[config.mk]
export PLATFORM = sky130hd
export DESIGN_NAME = armed_servo_cut_sequencer
export DESIGN_NICKNAME = d
export VERILOG_FILES = /design/src/hdl/asc_pkg.sv /design/src/hdl/asc_csr.sv /design/src/hdl/asc_core.sv /design/src/hdl/asc_out_buf.sv /design/src/hdl/armed_servo_cut_sequencer.sv
export SDC_FILE = /design/constraint.sdc
export NUM_CORES = 1
export LEC_CHECK = 0
export BUFFER_PORTS_ARGS = -buffer_cell sky130_fd_sc_hd__buf_2
export CAP_MARGIN = 20
export CORE_MARGIN = 2
export CORE_UTILIZATION = 41
export CTS_CLUSTER_DIAMETER = 120
export CTS_CLUSTER_SIZE = 20
export DETAILED_ROUTE_END_ITERATION = 12
export PLACE_DENSITY = 0.61
export SYNTH_ARGS = -nofsm -noshare
export SYNTH_HDL_FRONTEND = slang
export SYNTH_SLANG_ARGS = --single-unit
export TNS_END_PERCENT = 5
[constraint.sdc]
create_clock -name clock -period 4.7 [get_ports clock]
set_input_delay 0.235 -clock clock [delete_from_list [all_inputs] [get_ports clock]]
set_output_delay 0.235 -clock clock [all_outputs]
set_load 0.03 [all_outputs]
[src/hdl/asc_pkg.sv]
package asc_pkg;

   localparam int unsigned ANGLE_WIDTH = 8;
   localparam int unsigned TICK_WIDTH  = 16;
   localparam int unsigned CSR_INDEX_WIDTH = 3;
   localparam int unsigned CSR_DATA_WIDTH  = 16;

   localparam logic [ANGLE_WIDTH-1:0] MAX_ANGLE = 8'd180;

   localparam logic [CSR_INDEX_WIDTH-1:0] CSR_UP_POSITION   = 3'd0;
   localparam logic [CSR_INDEX_WIDTH-1:0] CSR_DOWN_POSITION = 3'd1;
   localparam logic [CSR_INDEX_WIDTH-1:0] CSR_STEP_TICKS    = 3'd2;
   localparam logic [CSR_INDEX_WIDTH-1:0] CSR_HOLD_TICKS    = 3'd3;
   localparam logic [CSR_INDEX_WIDTH-1:0] CSR_LOCKOUT_TICKS = 3'd4;

   localparam logic [7:0]  RESET_UP_POSITION   = 8'd150;
   localparam logic [7:0]  RESET_DOWN_POSITION = 8'd0;
   localparam logic [7:0]  RESET_STEP_TICKS    = 8'd4;
   localparam logic [15:0] RESET_HOLD_TICKS    = 16'd1500;
   localparam logic [7:0]  RESET_LOCKOUT_TICKS = 8'd50;

   localparam logic [1:0] OP_NONE   = 2'd0;
   localparam logic [1:0] OP_ARM    = 2'd1;
   localparam logic [1:0] OP_DISARM = 2'd2;
   localparam logic [1:0] OP_STATUS = 2'd3;

   localparam logic [1:0] EVENT_NONE    = 2'd0;
   localparam logic [1:0] EVENT_STARTED = 2'd1;
   localparam logic [1:0] EVENT_DOWN    = 2'd2;
   localparam logic [1:0] EVENT_DONE    = 2'd3;

   localparam logic [1:0] REPLY_NONE     = 2'd0;
   localparam logic [1:0] REPLY_ARMED    = 2'd1;
   localparam logic [1:0] REPLY_DISARMED = 2'd2;
   localparam logic [1:0] REPLY_STATUS   = 2'd3;

   typedef enum logic [2:0] {
      PH_IDLE = 3'd0,
      PH_PREP = 3'd1,
      PH_DOWN = 3'd2,
      PH_HOLD = 3'd3,
      PH_UP   = 3'd4,
      PH_LOCK = 3'd5
   } phase_type;

   typedef struct packed {
      logic [7:0]  up_position;
      logic [7:0]  down_position;
      logic [7:0]  step_ticks;
      logic [15:0] hold_ticks;
      logic [7:0]  lockout_ticks;
   } cfg_type;

   typedef struct packed {
      logic [ANGLE_WIDTH-1:0] servo_angle;
      logic                   cut_busy;
      logic                   is_armed;
      logic [1:0]             cut_event;
      logic [1:0]             reply;
   } rsp_type;

   function automatic logic [ANGLE_WIDTH-1:0] clamp_angle(input logic [ANGLE_WIDTH-1:0] a);
      return (a > MAX_ANGLE) ? MAX_ANGLE : a;
   endfunction

endpackage

[src/hdl/asc_csr.sv]
module asc_csr (
   input  logic                                 clock,
   input  logic                                 reset,
   input  logic                                 write,
   input  logic [asc_pkg::CSR_INDEX_WIDTH-1:0]  index,
   input  logic [asc_pkg::CSR_DATA_WIDTH-1:0]   data,
   output asc_pkg::cfg_type                     cfg
);

   asc_pkg::cfg_type cfg_ff;
   asc_pkg::cfg_type cfg_in;

   always_comb begin
      cfg_in = cfg_ff;
      if (write) begin
         case (index)
            asc_pkg::CSR_UP_POSITION:   cfg_in.up_position   = data[7:0];
            asc_pkg::CSR_DOWN_POSITION: cfg_in.down_position = data[7:0];
            asc_pkg::CSR_STEP_TICKS:    cfg_in.step_ticks    = data[7:0];
            asc_pkg::CSR_HOLD_TICKS:    cfg_in.hold_ticks    = data[15:0];
            asc_pkg::CSR_LOCKOUT_TICKS: cfg_in.lockout_ticks = data[7:0];
            default: cfg_in = cfg_ff;
         endcase
      end
   end

   always_ff @(posedge clock) begin
      if (reset) begin
         cfg_ff.up_position   <= asc_pkg::RESET_UP_POSITION;
         cfg_ff.down_position <= asc_pkg::RESET_DOWN_POSITION;
         cfg_ff.step_ticks    <= asc_pkg::RESET_STEP_TICKS;
         cfg_ff.hold_ticks    <= asc_pkg::RESET_HOLD_TICKS;
         cfg_ff.lockout_ticks <= asc_pkg::RESET_LOCKOUT_TICKS;
      end else begin
         cfg_ff <= cfg_in;
      end
   end

   assign cfg = cfg_ff;

endmodule

[src/hdl/asc_core.sv]
module asc_core (
   input  logic             clock,
   input  logic             reset,
   input  logic             step,
   input  logic [1:0]       operation,
   input  logic             button_level,
   input  asc_pkg::cfg_type cfg,
   output asc_pkg::rsp_type result
);

   logic                                armed_ff, armed_in;
   asc_pkg::phase_type                  phase_ff, phase_in;
   logic [asc_pkg::ANGLE_WIDTH-1:0]     angle_ff, angle_in;
   logic [asc_pkg::TICK_WIDTH-1:0]      tick_ff, tick_in;
   logic                                prev_button_ff;

   logic [asc_pkg::ANGLE_WIDTH-1:0] up, down, ramp_target;
   logic [asc_pkg::TICK_WIDTH-1:0]  tick_inc, step_min, hold_min, lock_min;
   logic                            ramp_done;
   logic [1:0]                      event_code, reply_code;

   assign up       = asc_pkg::clamp_angle(cfg.up_position);
   assign down     = asc_pkg::clamp_angle(cfg.down_position);
   assign tick_inc = tick_ff + 16'd1;
   assign step_min = (cfg.step_ticks == 8'd0) ? 16'd1 : {8'd0, cfg.step_ticks};
   assign hold_min = (cfg.hold_ticks == 16'd0) ? 16'd1 : cfg.hold_ticks;
   assign lock_min = (cfg.lockout_ticks == 8'd0) ? 16'd1 : {8'd0, cfg.lockout_ticks};
   assign ramp_target = (phase_ff == asc_pkg::PH_DOWN) ? down : up;

   always_comb begin
      armed_in   = armed_ff;
      reply_code = asc_pkg::REPLY_NONE;
      case (operation)
         asc_pkg::OP_ARM: begin
            armed_in   = 1'b1;
            reply_code = asc_pkg::REPLY_ARMED;
         end
         asc_pkg::OP_DISARM: begin
            armed_in   = 1'b0;
            reply_code = asc_pkg::REPLY_DISARMED;
         end
         asc_pkg::OP_STATUS: reply_code = asc_pkg::REPLY_STATUS;
         default: reply_code = asc_pkg::REPLY_NONE;
      endcase
   end

   // shared one-degree ramp step; a ramp already on target still waits one period
   always_comb begin
      angle_in  = angle_ff;
      ramp_done = 1'b0;
      if (tick_inc < step_min) begin
         tick_in = tick_inc;
      end else begin
         tick_in = '0;
         if (angle_ff == ramp_target) begin
            ramp_done = 1'b1;
         end else if (angle_ff < ramp_target) begin
            angle_in = angle_ff + 8'd1;
         end else begin
            angle_in = angle_ff - 8'd1;
         end
      end

      phase_in   = phase_ff;
      event_code = asc_pkg::EVENT_NONE;
      case (phase_ff)
         asc_pkg::PH_PREP: begin
            if (ramp_done) phase_in = asc_pkg::PH_DOWN;
         end
         asc_pkg::PH_DOWN: begin
            if (ramp_done) begin
               phase_in   = asc_pkg::PH_HOLD;
               event_code = asc_pkg::EVENT_DOWN;
            end
         end
         asc_pkg::PH_HOLD: begin
            angle_in = angle_ff;
            if (tick_inc >= hold_min) begin
               phase_in = asc_pkg::PH_UP;
               tick_in  = '0;
            end else begin
               tick_in = tick_inc;
            end
         end
         asc_pkg::PH_UP: begin
            if (ramp_done) begin
               phase_in   = asc_pkg::PH_LOCK;
               event_code = asc_pkg::EVENT_DONE;
            end
         end
         asc_pkg::PH_LOCK: begin
            angle_in = angle_ff;
            if (tick_inc >= lock_min) begin
               phase_in = asc_pkg::PH_IDLE;
               tick_in  = '0;
            end else begin
               tick_in = tick_inc;
            end
         end
         default: begin
            // idle: start on a falling button edge while armed
            angle_in = angle_ff;
            tick_in  = tick_ff;
            if (armed_in && prev_button_ff && !button_level) begin
               phase_in   = (angle_ff == up) ? asc_pkg::PH_DOWN : asc_pkg::PH_PREP;
               tick_in    = '0;
               event_code = asc_pkg::EVENT_STARTED;
            end
         end
      endcase
   end

   always_ff @(posedge clock) begin
      if (reset) begin
         armed_ff       <= 1'b0;
         phase_ff       <= asc_pkg::PH_IDLE;
         angle_ff       <= asc_pkg::RESET_UP_POSITION;
         tick_ff        <= '0;
         prev_button_ff <= 1'b1;
      end else if (step) begin
         armed_ff       <= armed_in;
         phase_ff       <= phase_in;
         angle_ff       <= angle_in;
         tick_ff        <= tick_in;
         prev_button_ff <= button_level;
      end
   end

   always_comb begin
      result.servo_angle = angle_in;
      result.cut_busy    = phase_in inside {asc_pkg::PH_PREP, asc_pkg::PH_DOWN,
                                            asc_pkg::PH_HOLD, asc_pkg::PH_UP};
      result.is_armed    = armed_in;
      result.cut_event   = event_code;
      result.reply       = reply_code;
   end

endmodule

[src/hdl/asc_out_buf.sv]
module asc_out_buf (
   input  logic             clock,
   input  logic             reset,
   input  logic             push,
   input  asc_pkg::rsp_type push_data,
   output logic             full,
   output logic             out_valid,
   input  logic             out_stall,
   output asc_pkg::rsp_type out_data
);

   logic             main_valid_ff, main_valid_in;
   logic             skid_valid_ff, skid_valid_in;
   asc_pkg::rsp_type main_ff, main_in;
   asc_pkg::rsp_type skid_ff, skid_in;
   logic             pop;

   assign pop = main_valid_ff && !out_stall;

   always_comb begin
      main_valid_in = main_valid_ff;
      skid_valid_in = skid_valid_ff;
      main_in       = main_ff;
      skid_in       = skid_ff;
      if (pop) begin
         if (skid_valid_ff) begin
            main_in       = skid_ff;
            skid_valid_in = 1'b0;
         end else if (push) begin
            main_in = push_data;
         end else begin
            main_valid_in = 1'b0;
         end
      end else if (push) begin
         if (main_valid_ff) begin
            // hold the new item aside while the output is stalled
            skid_in       = push_data;
            skid_valid_in = 1'b1;
         end else begin
            main_in       = push_data;
            main_valid_in = 1'b1;
         end
      end
   end

   always_ff @(posedge clock) begin
      if (reset) begin
         main_valid_ff <= 1'b0;
         skid_valid_ff <= 1'b0;
      end else begin
         main_valid_ff <= main_valid_in;
         skid_valid_ff <= skid_valid_in;
      end
   end

   always_ff @(posedge clock) begin
      main_ff <= main_in;
      skid_ff <= skid_in;
   end

   assign full      = skid_valid_ff;
   assign out_valid = main_valid_ff;
   assign out_data  = main_ff;

endmodule

[src/hdl/armed_servo_cut_sequencer.sv]
// Channel   Handshake            Payload
// req       req_valid/req_stall  req_operation, req_button_level
// rsp       rsp_valid/rsp_stall  rsp_servo_angle, rsp_cut_busy, rsp_is_armed,
//                                rsp_cut_event, rsp_reply
// csr       csr_write            csr_index, csr_data
//
// One item per cycle while req_stall is low; each result is registered in the
// output buffer. The sequencer state updates in the cycle of acceptance, set
// by one pass of the phase and ramp logic in asc_core.
// Reset is synchronous and restores the register defaults and the idle phase.
// A two-entry output buffer holds one extra item while rsp_stall is high;
// req_stall rises only once both entries hold items.
module armed_servo_cut_sequencer (
   input  logic                                clock,
   input  logic                                reset,
   input  logic                                req_valid,
   output logic                                req_stall,
   input  logic [1:0]                          req_operation,
   input  logic                                req_button_level,
   output logic                                rsp_valid,
   input  logic                                rsp_stall,
   output logic [asc_pkg::ANGLE_WIDTH-1:0]     rsp_servo_angle,
   output logic                                rsp_cut_busy,
   output logic                                rsp_is_armed,
   output logic [1:0]                          rsp_cut_event,
   output logic [1:0]                          rsp_reply,
   input  logic                                csr_write,
   input  logic [asc_pkg::CSR_INDEX_WIDTH-1:0] csr_index,
   input  logic [asc_pkg::CSR_DATA_WIDTH-1:0]  csr_data
);

   asc_pkg::cfg_type cfg;
   asc_pkg::rsp_type core_result;
   asc_pkg::rsp_type out_data;
   logic             buf_full;
   logic             accept;

   assign req_stall = buf_full;
   assign accept    = req_valid && !buf_full;

   asc_csr u_csr (
      .clock (clock),
      .reset (reset),
      .write (csr_write),
      .index (csr_index),
      .data  (csr_data),
      .cfg   (cfg)
   );

   asc_core u_core (
      .clock        (clock),
      .reset        (reset),
      .step         (accept),
      .operation    (req_operation),
      .button_level (req_button_level),
      .cfg          (cfg),
      .result       (core_result)
   );

   asc_out_buf u_out_buf (
      .clock     (clock),
      .reset     (reset),
      .push      (accept),
      .push_data (core_result),
      .full      (buf_full),
      .out_valid (rsp_valid),
      .out_stall (rsp_stall),
      .out_data  (out_data)
   );

   assign rsp_servo_angle = out_data.servo_angle;
   assign rsp_cut_busy    = out_data.cut_busy;
   assign rsp_is_armed    = out_data.is_armed;
   assign rsp_cut_event   = out_data.cut_event;
   assign rsp_reply       = out_data.reply;

endmodule
* After elaboration in Yosys (flattened, before gate mapping) *
Index checks and enable logic that the tools add are counted.

operators by class
  add/subtract/negate cells = 3
  $lt $le $gt $ge = 6
  eq/ne operators = 21
  multiplexer cells = 40
  bitwise logic cells = 1
  reduce and logical (&&, ||, !) cells = 28

operators by type and width
  cell                                                  count
  2-to-1 mux 16 bit                                     5
  2-to-1 mux 8 bit                                      9
  2-to-1 mux 14 bit                                     5
  one-hot mux 16 bit (3 select lines)                   1
  >= comparator 16 bit                                  2
  == test 3 x 2 -> 1 bit, second input constant         6
  2-to-1 mux 3 bit                                      6
  adder 16 x 1 -> 16 bit, second input constant         1
  == test 8 bit                                         2
  greater-than comparator 8 bit, second input constant  2
  logical NOT 16 bit                                    1
  logical NOT 8 bit                                     2
  < comparator 16 bit                                   1
  one-hot mux 3 bit (5 select lines)                    1
  AND reduction 2 bit                                   7
  == test 3 bit, second input constant                  4
  one-hot mux 2 bit (3 select lines)                    2
  == test 3 x 1 -> 1 bit, second input constant         3
  AND reduction 3 bit                                   3
  adder 8 x 1 -> 8 bit, second input constant           1
  < comparator 8 bit                                    1
  nonzero test 4 bit                                    2
  subtractor 8 x 1 -> 8 bit, second input constant      1
  2-to-1 mux 1 bit                                      7
  12 further kinds                                      24

storage, ports and cells
  register bits after elaboration = 107
  bits of input ports = 27
  output and inout port bits = 16

* Logic depth before layout (Yosys ltp) *
Gate-level depths: netlist of the first run.

  depth after elaboration = 13
  mapped depth = 21
  mapped depth without buffers = 21

* Hierarchy *
A second synthesis of the first run with hierarchy kept.

unflattened totals
  cells, all modules = 700
  area, all modules = 6754.0 sq um

modules (own cells, without submodules)
  module                     times used  cells an instance  area an instance (sq um)
  asc_core                   1           453                3599.7
  asc_csr                    1           191                1986.9
  asc_out_buf                1           55                 1153.6
  armed_servo_cut_sequencer  1           1                  13.8

* Worst setup path before layout of the first run *
OpenSTA, ideal clock, no wires.

  path type = register to register
  start point = register u_core.phase_ff[0]
  end point = register u_out_buf.main_ff, in the netlist u_out_buf.out_data[13], data pin
  setup time = 0.260 ns
  arrival = 4.447 ns
  required time = 4.440 ns
  slack = -0.006 ns
  cell stages (with the launch flop) = 21
  path buffers = 1
  clock period less this slack = 4.706 ns
  cell sequence = dfxtp_1 > clkbuf_1 > nor2_1 > and2_1 > a22oi_1 > ha_1 > nor2b_1 > o21a_1 > o21ai_0 > a211o_1 > o21ai_0 > ha_1 > a21o_1 > a21oi_1 > nor2b_1 > o21a_1 > o41a_1 > xor2_1 > nand2_1 > xnor2_1 > mux2_2

RTL lines
  element                 line               source
  from (decl)             asc_core.sv:12     asc_pkg::phase_type phase_ff, phase_in;
  from (signal assigned)  asc_core.sv:116    phase_ff <= asc_pkg::PH_IDLE;
  from (signal assigned)  asc_core.sv:122    phase_ff <= phase_in;
  to (signal assigned)    asc_out_buf.sv:57  main_ff <= main_in;
  to (decl)               asc_out_buf.sv:14  asc_pkg::rsp_type main_ff, main_in;

==> results of run 1 <==
==> final cells by class <==
| type | count | area (um^2) |
|---|---|---|
| clock buffer | 10 | 239.0 |
| clock inverter | 6 | 53.80 |
| fill | 1463 | 8163 |
| inverter | 42 | 157.7 |
| multi-input combinational | 542 | 3543 |
| sequential | 107 | 2427 |
| tap | 188 | 235.2 |
| timing repair buffer | 50 | 270.3 |
==> per-stage QoR <==
step	util	hold WS, ns	worst slack, ns	instances
2_1_floorplan	-	0.3528	0.2280	722
3_3_place_gp	0.4388	0.4457	0.3887	929
3_5_place_dp	0.4388	0.4555	0.1944	929
4_1_cts	0.4582	0.08236	0.1741	945
5_1_grt	0.4590	0.1030	0.008599	945
6_report	0.4590	0.09348	0.2854	945
==> critical path: stages, from the launching register on <==
cell	delay (ns)
sky130_fd_sc_hd__dfxtp_1	0.40
sky130_fd_sc_hd__o21ai_0	0.12
sky130_fd_sc_hd__a211o_1	0.35
sky130_fd_sc_hd__nor2b_1	0.18
sky130_fd_sc_hd__a22oi_1	0.19
sky130_fd_sc_hd__ha_1	0.28
sky130_fd_sc_hd__nor2b_1	0.13
sky130_fd_sc_hd__o21a_1	0.15
sky130_fd_sc_hd__o21ai_0	0.16
sky130_fd_sc_hd__a211o_1	0.17
sky130_fd_sc_hd__o21ai_2	0.07
sky130_fd_sc_hd__ha_1	0.28
sky130_fd_sc_hd__a21o_1	0.19
sky130_fd_sc_hd__a21oi_2	0.19
sky130_fd_sc_hd__nor2b_1	0.09
sky130_fd_sc_hd__o21a_1	0.19
sky130_fd_sc_hd__o41a_1	0.34
sky130_fd_sc_hd__xor2_1	0.18
sky130_fd_sc_hd__nand2_1	0.09
sky130_fd_sc_hd__xnor2_1	0.17
sky130_fd_sc_hd__mux2_2	0.27
==> flip-flops by register name, summed over array words and instances, names as in the netlist <==
signal / flops
u_core.angle_ff: 8
u_csr.cfg: 48
u_core.tick_ff: 16
u_out_buf.skid_ff: 14
u_core.prev_button_ff: 1
u_out_buf.full: 1
u_core.phase_ff: 3
u_out_buf.out_valid: 1
u_out_buf.out_data: 14
u_core.armed_ff: 1
==> power by group <==
part	switching [mW]	internal (mW)	total, mW	leakage, nW
clock	0.363	0.385	0.747	0.142
sequential	0.0229	0.978	1.00	0.888
combinational	0.241	0.162	0.402	1.87
==> per-layer routing <==
layer | share of wire | up-vias | track usage
li1 | - | 2607 | -
met1 | 0.49 | 2384 | 0.2414
met2 | 0.45 | 113 | 0.2891
met3 | 0.041 | 21 | 0.03088
met4 | 0.019 | 0 | 0.06206
met5 | 0 | - | 0
==> repair_timing <==
item                                    4_1_cts  5_1_grt
gates resized for setup                       0        6
hold endpoints to repair                      0        0
endpoints found under the setup margin        0        2
==> cells in the final DEF (no fill, tap or decap), drive strengths merged, types with 18 or more instances in the layout <==
cell	n
dfxtp	79
o21ai	19
xnor2	18
nand2	126
inv	46
nor2	58
a21oi	56
ha	50
buf	50
edfxtp	28
==> worst min path at each step <==
stage               cells after the start  slack, ns            end    startpoint
detailed placement                      3       0.46  u_csr.cfg[16]   csr_data[8]
CTS                                     3       0.08  u_csr.cfg[16]   csr_data[8]
global route                            3       0.10  u_csr.cfg[16]   csr_data[8]
finish                                  3       0.09  u_csr.cfg[16]   csr_data[8]
global placement                        3       0.45  u_csr.cfg[18]  csr_data[10]
floorplan                               1       0.35  u_csr.cfg[26]   csr_data[2]
==> kinds of logic after synthesis <==
kind of cell,Yosys count,share of synthesized area
AND/OR/NAND/NOR,287,0.2183
AO/OA/AOI/OAI,149,0.1569
flip-flops,107,0.3864
XOR/XNOR,32,0.04470
multiplexers,23,0.04111
buffers and inverters,73,0.04969
adder cells (fa/ha/maj),51,0.1030
==> metrics.txt, run 1 <==
# TYPE chip_impl_metric gauge
chip_impl_info{name="cts_tree",value="built"} 1
chip_impl_metric{name="initial_util",unit=""} 0.4155
chip_impl_metric{name="htreeDepth",unit=""} 3
chip_impl_info{name="synth_top_cells_by_count",value="sky130_fd_sc_hd__nand2_1 (125), sky130_fd_sc_hd__dfxtp_1 (79), sky130_fd_sc_hd__nor2_1 (58), sky130_fd_sc_hd__a21oi_1 (56), sky130_fd_sc_hd__ha_1 (50)"} 1
chip_impl_metric{name="synth.top_cell.area_share",unit=""} 0.2522
chip_impl_metric{name="final_net_count",unit=""} 830
chip_impl_metric{name="cell_area_after_synthesis",unit="mm^2"} 0.006270
chip_impl_metric{name="synthArstFlopShare",unit=""} 0
chip_impl_metric{name="finalCriticalPeriod",unit="ns"} 4.415
chip_impl_info{name="netlist.top_cell.by_area",value="sky130_fd_sc_hd__dfxtp_1"} 1
chip_impl_info{name="setup.worst_path.end_class",value="flop"} 1
chip_impl_metric{name="yosysSeqAreaShare",unit=""} 0.3864
chip_impl_info{name="crit-reg2reg-capture",value="u_out_buf.out_data[13]"} 1
chip_impl_info{name="critPathKind",value="reg2reg"} 1
chip_impl_metric{name="drt_pass1_iterations",unit=""} 4
chip_impl_info{name="leading_post_synthesis_cells_by_cell_area",value="sky130_fd_sc_hd__dfxtp_1 (25%), sky130_fd_sc_hd__edfxtp_1 (13%), sky130_fd_sc_hd__ha_1 (10%)"} 1
chip_impl_metric{name="clk_pin_slew_worst_paths",unit="ns"} 0.08
chip_impl_metric{name="worstSkewPairLatency",unit="ns"} 0.36
chip_impl_info{name="ys.flop_type",value="sky130_fd_sc_hd__dfxtp_1"} 1
chip_impl_metric{name="post_drt_via_cell_ratio",unit=""} 5.423
chip_impl_metric{name="route.antenna.remaining_nets",unit=""} 0
chip_impl_metric{name="postCtsSetupBuffers",unit=""} 0
chip_impl_metric{name="fp.dieH",unit="um"} 127.7
chip_impl_info{name="crit_start",value="u_csr.cfg[40]"} 1
chip_impl_info{name="setup.worst_path.end",value="u_out_buf.out_data[13]"} 1
chip_impl_metric{name="worst-r2r-setup-slack",unit="ns"} 0.29
chip_impl_metric{name="finalCritPeriodShare",unit=""} 0.9393
chip_impl_metric{name="skew",unit="ns"} 0.01265
chip_impl_metric{name="grt_max_degree",unit=""} 80
chip_impl_info{name="run_status",value="finished clean"} 1
chip_impl_metric{name="num_cts_buffers",unit=""} 9
chip_impl_metric{name="yosys_register_bits",unit=""} 107
chip_impl_metric{name="timing.fmax",unit="GHz"} 0.2265
chip_impl_metric{name="worstRegToRegCells",unit=""} 20
chip_impl_metric{name="postSynthCellCount",unit=""} 722
chip_impl_metric{name="ys.warnings.count",unit=""} 0
chip_impl_metric{name="irDropWorstVdd",unit="mV"} 0.1703
chip_impl_metric{name="via_count_of_the_first_global_routing_pass",unit=""} 4811
chip_impl_metric{name="overflow",unit=""} 0
chip_impl_metric{name="route.detailed.drc",unit=""} 0
chip_impl_metric{name="gp_congestion",unit=""} 0.8607
chip_impl_metric{name="drt-total-wl",unit="mm"} 14.27
chip_impl_metric{name="floorplan.io_pins",unit=""} 43
chip_impl_metric{name="cellPowerDensity",unit="mW/mm^2"} 310.4
chip_impl_metric{name="number_of_nets_in_the_synthesized_netlist",unit=""} 800
chip_impl_metric{name="worst_pin_slew",unit="ns"} 0.8139
chip_impl_metric{name="synth_edf_count",unit=""} 28
chip_impl_info{name="unrepaired_setup_endpoints_after_global_routing",value="false"} 1
chip_impl_metric{name="drv.max_cap_violation_count",unit=""} 0
chip_impl_metric{name="die_width",unit="um"} 127.7
chip_impl_metric{name="layout-drive-gt1-share",unit=""} 0.1427
chip_impl_metric{name="power.leakage",unit="nW"} 2.900
chip_impl_metric{name="vias",unit=""} 5125
chip_impl_metric{name="port_buffers",unit=""} 42
chip_impl_metric{name="dp.final_hpwl",unit="mm"} 10.37
chip_impl_metric{name="post_synth_num_cell_types",unit=""} 66
chip_impl_info{name="critPathLaunchType",value="flop"} 1
chip_impl_metric{name="worstPathMaxFanout",unit=""} 6
chip_impl_metric{name="grt_resource_usage_total",unit=""} 0.1785
chip_impl_metric{name="relSlewSlack",unit=""} 0.4574
chip_impl_metric{name="fp.dieArea",unit="mm^2"} 0.01630
chip_impl_metric{name="synthToLayoutAreaGrowth",unit="%"} 10.48
chip_impl_metric{name="design.core.area",unit="mm^2"} 0.01509
chip_impl_metric{name="wl_per_cell",unit="um"} 15.10
chip_impl_metric{name="data_required_critical_path",unit="ns"} 4.81
chip_impl_metric{name="synth_area_per_inst",unit="um^2"} 8.684
chip_impl_metric{name="detailed_place.area",unit="mm^2"} 0.006621
chip_impl_metric{name="insertedDiodeCount",unit=""} 0
chip_impl_metric{name="data_arrival_time_at_the_worst_slack_endpoint",unit="ns"} 4.53
chip_impl_metric{name="final-hold-violation-count",unit=""} 0
chip_impl_metric{name="postCtsHoldBufs",unit=""} 0
chip_impl_metric{name="grt_antenna_before_repair",unit=""} 0
chip_impl_info{name="regToRegStartpoint",value="u_csr.cfg[40]"} 1
chip_impl_metric{name="global_route_wire_length_before_repair",unit="mm"} 23.52
chip_impl_metric{name="detail_route.iter0.violations",unit=""} 313
chip_impl_metric{name="p_total",unit="mW"} 2.150
chip_impl_metric{name="cts_buffer_depth",unit=""} 2
chip_impl_metric{name="num_rows",unit=""} 45
chip_impl_info{name="min-delay-path-class",value="in2reg"} 1
chip_impl_metric{name="clock-sinks",unit=""} 107
chip_impl_info{name="yosysMostFrequentCell",value="sky130_fd_sc_hd__nand2_1"} 1
chip_impl_metric{name="final_max_slew_viol_count",unit=""} 0
chip_impl_info{name="cts.root.buffer_cell",value="sky130_fd_sc_hd__clkbuf_16"} 1
chip_impl_metric{name="fin_setup_tns",unit="ns"} 0
chip_impl_metric{name="setup-violations-final",unit=""} 0
chip_impl_metric{name="final_design_area_no_fill",unit="mm^2"} 0.006927
Power figures use the tool's default switching activity.
==> run 2: changes to the inputs <==
CORE_UTILIZATION = 55   (was 41)
CTS_BUF_LIST = sky130_fd_sc_hd__clkbuf_16   (was default)
CTS_CLUSTER_SIZE = default   (was 20)
PLACE_DENSITY = 0.77   (was 0.61)
==> run 2 against run 1 <==
  * First-iteration DRC count is 0.96% higher
  * Register-to-register slack worse by 0.04 ns
  * Power is 2.4% higher
  * Worst setup slack worse by 0.043 ns
  * Wire length is 2.1% lower
  * Non-clock buffer count is 1 lower
  * Clock-buffer cell count is 1 lower
  * Clock power is 7.5% higher
  * Flip-flop and latch count stayed put
  * Cell count is 5.2% lower
  * Critical path type unchanged
==> metrics.txt, run 2 (synthesized netlist as in run 1, its figures left out) <==
# TYPE chip_impl_metric gauge
chip_impl_metric{name="multiInputGateArea",unit="mm^2"} 0.003542
chip_impl_metric{name="grt_antenna_before_repair",unit=""} 0
chip_impl_metric{name="die_width",unit="um"} 110.8
chip_impl_info{name="min-delay-path-class",value="in2reg"} 1
chip_impl_metric{name="finalCritPeriodShare",unit=""} 0.9485
chip_impl_metric{name="htreeDepth",unit=""} 3
chip_impl_info{name="critPathLaunchType",value="flop"} 1
chip_impl_info{name="commonest_non_fill_non_tap_cell_in_the_layout",value="sky130_fd_sc_hd__nand2_1"} 1
chip_impl_metric{name="global_route_wire_length_before_repair",unit="mm"} 23.83
chip_impl_metric{name="fin_setup_tns",unit="ns"} 0
chip_impl_metric{name="layout-drive-gt1-share",unit=""} 0.1389
chip_impl_metric{name="final-hold-violation-count",unit=""} 0
chip_impl_metric{name="grt_resource_usage_total",unit=""} 0.2317
chip_impl_metric{name="drt-total-wl",unit="mm"} 13.96
chip_impl_metric{name="setup-violations-final",unit=""} 0
chip_impl_metric{name="clk_pin_slew_worst_paths",unit="ns"} 0.07
chip_impl_metric{name="irDropWorstVdd",unit="mV"} 0.2048
chip_impl_metric{name="cellPowerDensity",unit="mW/mm^2"} 320.0
chip_impl_metric{name="final_net_count",unit=""} 829
chip_impl_metric{name="fp.dieArea",unit="mm^2"} 0.01227
chip_impl_metric{name="cts_buffer_depth",unit=""} 2
chip_impl_metric{name="overflow",unit=""} 0
chip_impl_metric{name="dp.final_hpwl",unit="mm"} 10.03
chip_impl_metric{name="synthToLayoutAreaGrowth",unit="%"} 9.739
chip_impl_metric{name="finalHoldWorstSlack",unit="ns"} 0.1001
chip_impl_metric{name="final_max_slew_viol_count",unit=""} 0
chip_impl_metric{name="vias",unit=""} 5206
chip_impl_info{name="layout.cells.most_common_list",value="sky130_fd_sc_hd__nand2_1 (125), sky130_fd_sc_hd__dfxtp_1 (76), sky130_fd_sc_hd__nor2_1 (58)"} 1
chip_impl_metric{name="num_rows",unit=""} 38
chip_impl_metric{name="wl_per_cell",unit="um"} 15.58
chip_impl_metric{name="fillCellCount",unit=""} 970
chip_impl_metric{name="layout.core_utilization",unit=""} 0.6265
chip_impl_metric{name="gp_congestion",unit=""} 0.9106
chip_impl_metric{name="num_cts_buffers",unit=""} 9
chip_impl_metric{name="postCtsSetupBuffers",unit=""} 0
chip_impl_metric{name="route.detailed.drc",unit=""} 0
chip_impl_metric{name="via_count_of_the_first_global_routing_pass",unit=""} 4986
chip_impl_metric{name="final-instance-count-excl-fill",unit=""} 896
chip_impl_metric{name="post_drt_via_cell_ratio",unit=""} 5.810
chip_impl_info{name="crit_chain",value="o21ai_0 -> a211o_1 -> nor2b_2 -> a22oi_1 -> ha_1 -> nor2b_1 -> o21a_1 -> o21ai_0 -> a211o_1 -> o21ai_1 -> buf_4 -> ha_1 -> a21oi_2 -> nor2b_1 -> o21a_1 -> o41a_1 -> xor2_1 -> nand2_1 -> xnor2_1 -> mux2_2"} 1
chip_impl_metric{name="dp_cells",unit=""} 880
chip_impl_info{name="run_status",value="finished clean"} 1
chip_impl_info{name="cts.root.buffer_cell",value="sky130_fd_sc_hd__clkbuf_16"} 1
chip_impl_metric{name="worstPathMaxFanout",unit=""} 7
chip_impl_info{name="critical_path.slowest_cell",value="sky130_fd_sc_hd__dfxtp_1"} 1
chip_impl_metric{name="detail_route.iter0.violations",unit=""} 316
chip_impl_metric{name="timing.fmax",unit="GHz"} 0.2243
chip_impl_metric{name="clock-sinks",unit=""} 107
chip_impl_metric{name="fp.dieH",unit="um"} 110.8
chip_impl_metric{name="largest_reg_flops",unit=""} 48
chip_impl_info{name="unrepaired_setup_endpoints_after_global_routing",value="false"} 1
chip_impl_metric{name="drt_pass1_iterations",unit=""} 5
chip_impl_metric{name="initial_util",unit=""} 0.5709
chip_impl_metric{name="route.antenna.remaining_nets",unit=""} 0
chip_impl_metric{name="max_stage_delay",unit="ns"} 0.41
chip_impl_metric{name="relSlewSlack",unit=""} 0.2751
chip_impl_metric{name="finalCriticalPeriod",unit="ns"} 4.458
chip_impl_metric{name="data_required_critical_path",unit="ns"} 4.80
chip_impl_metric{name="power.leakage",unit="nW"} 2.908
chip_impl_metric{name="design.core.area",unit="mm^2"} 0.01098
chip_impl_metric{name="p_total",unit="mW"} 2.202
chip_impl_info{name="critPathKind",value="reg2reg"} 1
chip_impl_info{name="cts_tree",value="built"} 1
chip_impl_metric{name="ff_latch_area",unit="mm^2"} 0.002426
chip_impl_metric{name="insertedDiodeCount",unit=""} 0
chip_impl_metric{name="grt_max_degree",unit=""} 80
chip_impl_metric{name="worstSkewPairLatency",unit="ns"} 0.34
chip_impl_metric{name="port_buffers",unit=""} 42
chip_impl_metric{name="floorplan.io_pins",unit=""} 43
chip_impl_info{name="setup.worst_path.end_class",value="flop"} 1
chip_impl_metric{name="worst_pin_slew",unit="ns"} 1.085
chip_impl_metric{name="skew",unit="ns"} 0.007324
chip_impl_metric{name="data_arrival_time_at_the_worst_slack_endpoint",unit="ns"} 4.55
chip_impl_metric{name="drv.max_cap_violation_count",unit=""} 0
## run 2: final cells by class
cell class / instances / share of cell area
Inverter: 42 / 0.02291
Tap cell: 140 / 0.02546
Clock inverter: 7 / 0.01328
Multi-Input combinational cell: 542 / 0.5148
Sequential cell: 107 / 0.3526
Timing Repair Buffer: 49 / 0.03819
Clock buffer: 9 / 0.03273
## run 2: critical path, delay by kind of cell, from the launching register on
kind,cells,cell delay (ns)
fa+ha+maj,2,0.62
buf+inv,1,0.17
simple gates,4,0.49
xor+xnor,2,0.34
compound gates,10,1.91
mux,1,0.27
flops,1,0.41
## run 2: final timing paths
kind | startpoint | end | slack, ns | cells after the start
worst max-delay path | u_csr.cfg[40] | u_out_buf.out_data[13] | 0.24 | 20
worst min-delay path | csr_data[8] | u_csr.cfg[16] | 0.10 | 3
worst max register to register | u_csr.cfg[40] | u_out_buf.out_data[13] | 0.24 | 20
worst min register to register | u_csr.cfg[3] | u_csr.cfg[3] | 0.46 | 2
## run 2: timing repair
| item | in CTS | in global routing |
|---|---|---|
| hold buffers | 0 | 0 |
| setup endpoints to repair | 0 | 1 |
| resized for setup | 0 | 5 |
## run 2: power by group
part / switching (mW) / internal [mW] / leakage, nW / total, mW
Combinational: 0.235 / 0.160 / 1.87 / 0.396
Clock: 0.337 / 0.466 / 0.153 / 0.803
Sequential: 0.0256 / 0.978 / 0.889 / 1.00
Total: 0.598 / 1.60 / 2.91 / 2.20
## run 2: layer usage
layer,vias to the layer above,global-route usage,wire [um]
met5,-,0,0
met4,0,0.06917,155
met3,15,0.03609,757
met2,157,0.3755,6360
met1,2428,0.3205,6690
li1,2606,-,-
## run 2: through the flow
stage / cell area [um^2] / setup slack [ns]
after floorplan: 6270 / 0.2280
after global placement: 6554 / 0.3648
after detailed placement: 6554 / 0.3172
after CTS: 6870 / 0.2259
after global routing: 6880 / 0.03831
final: 6880 / 0.2420
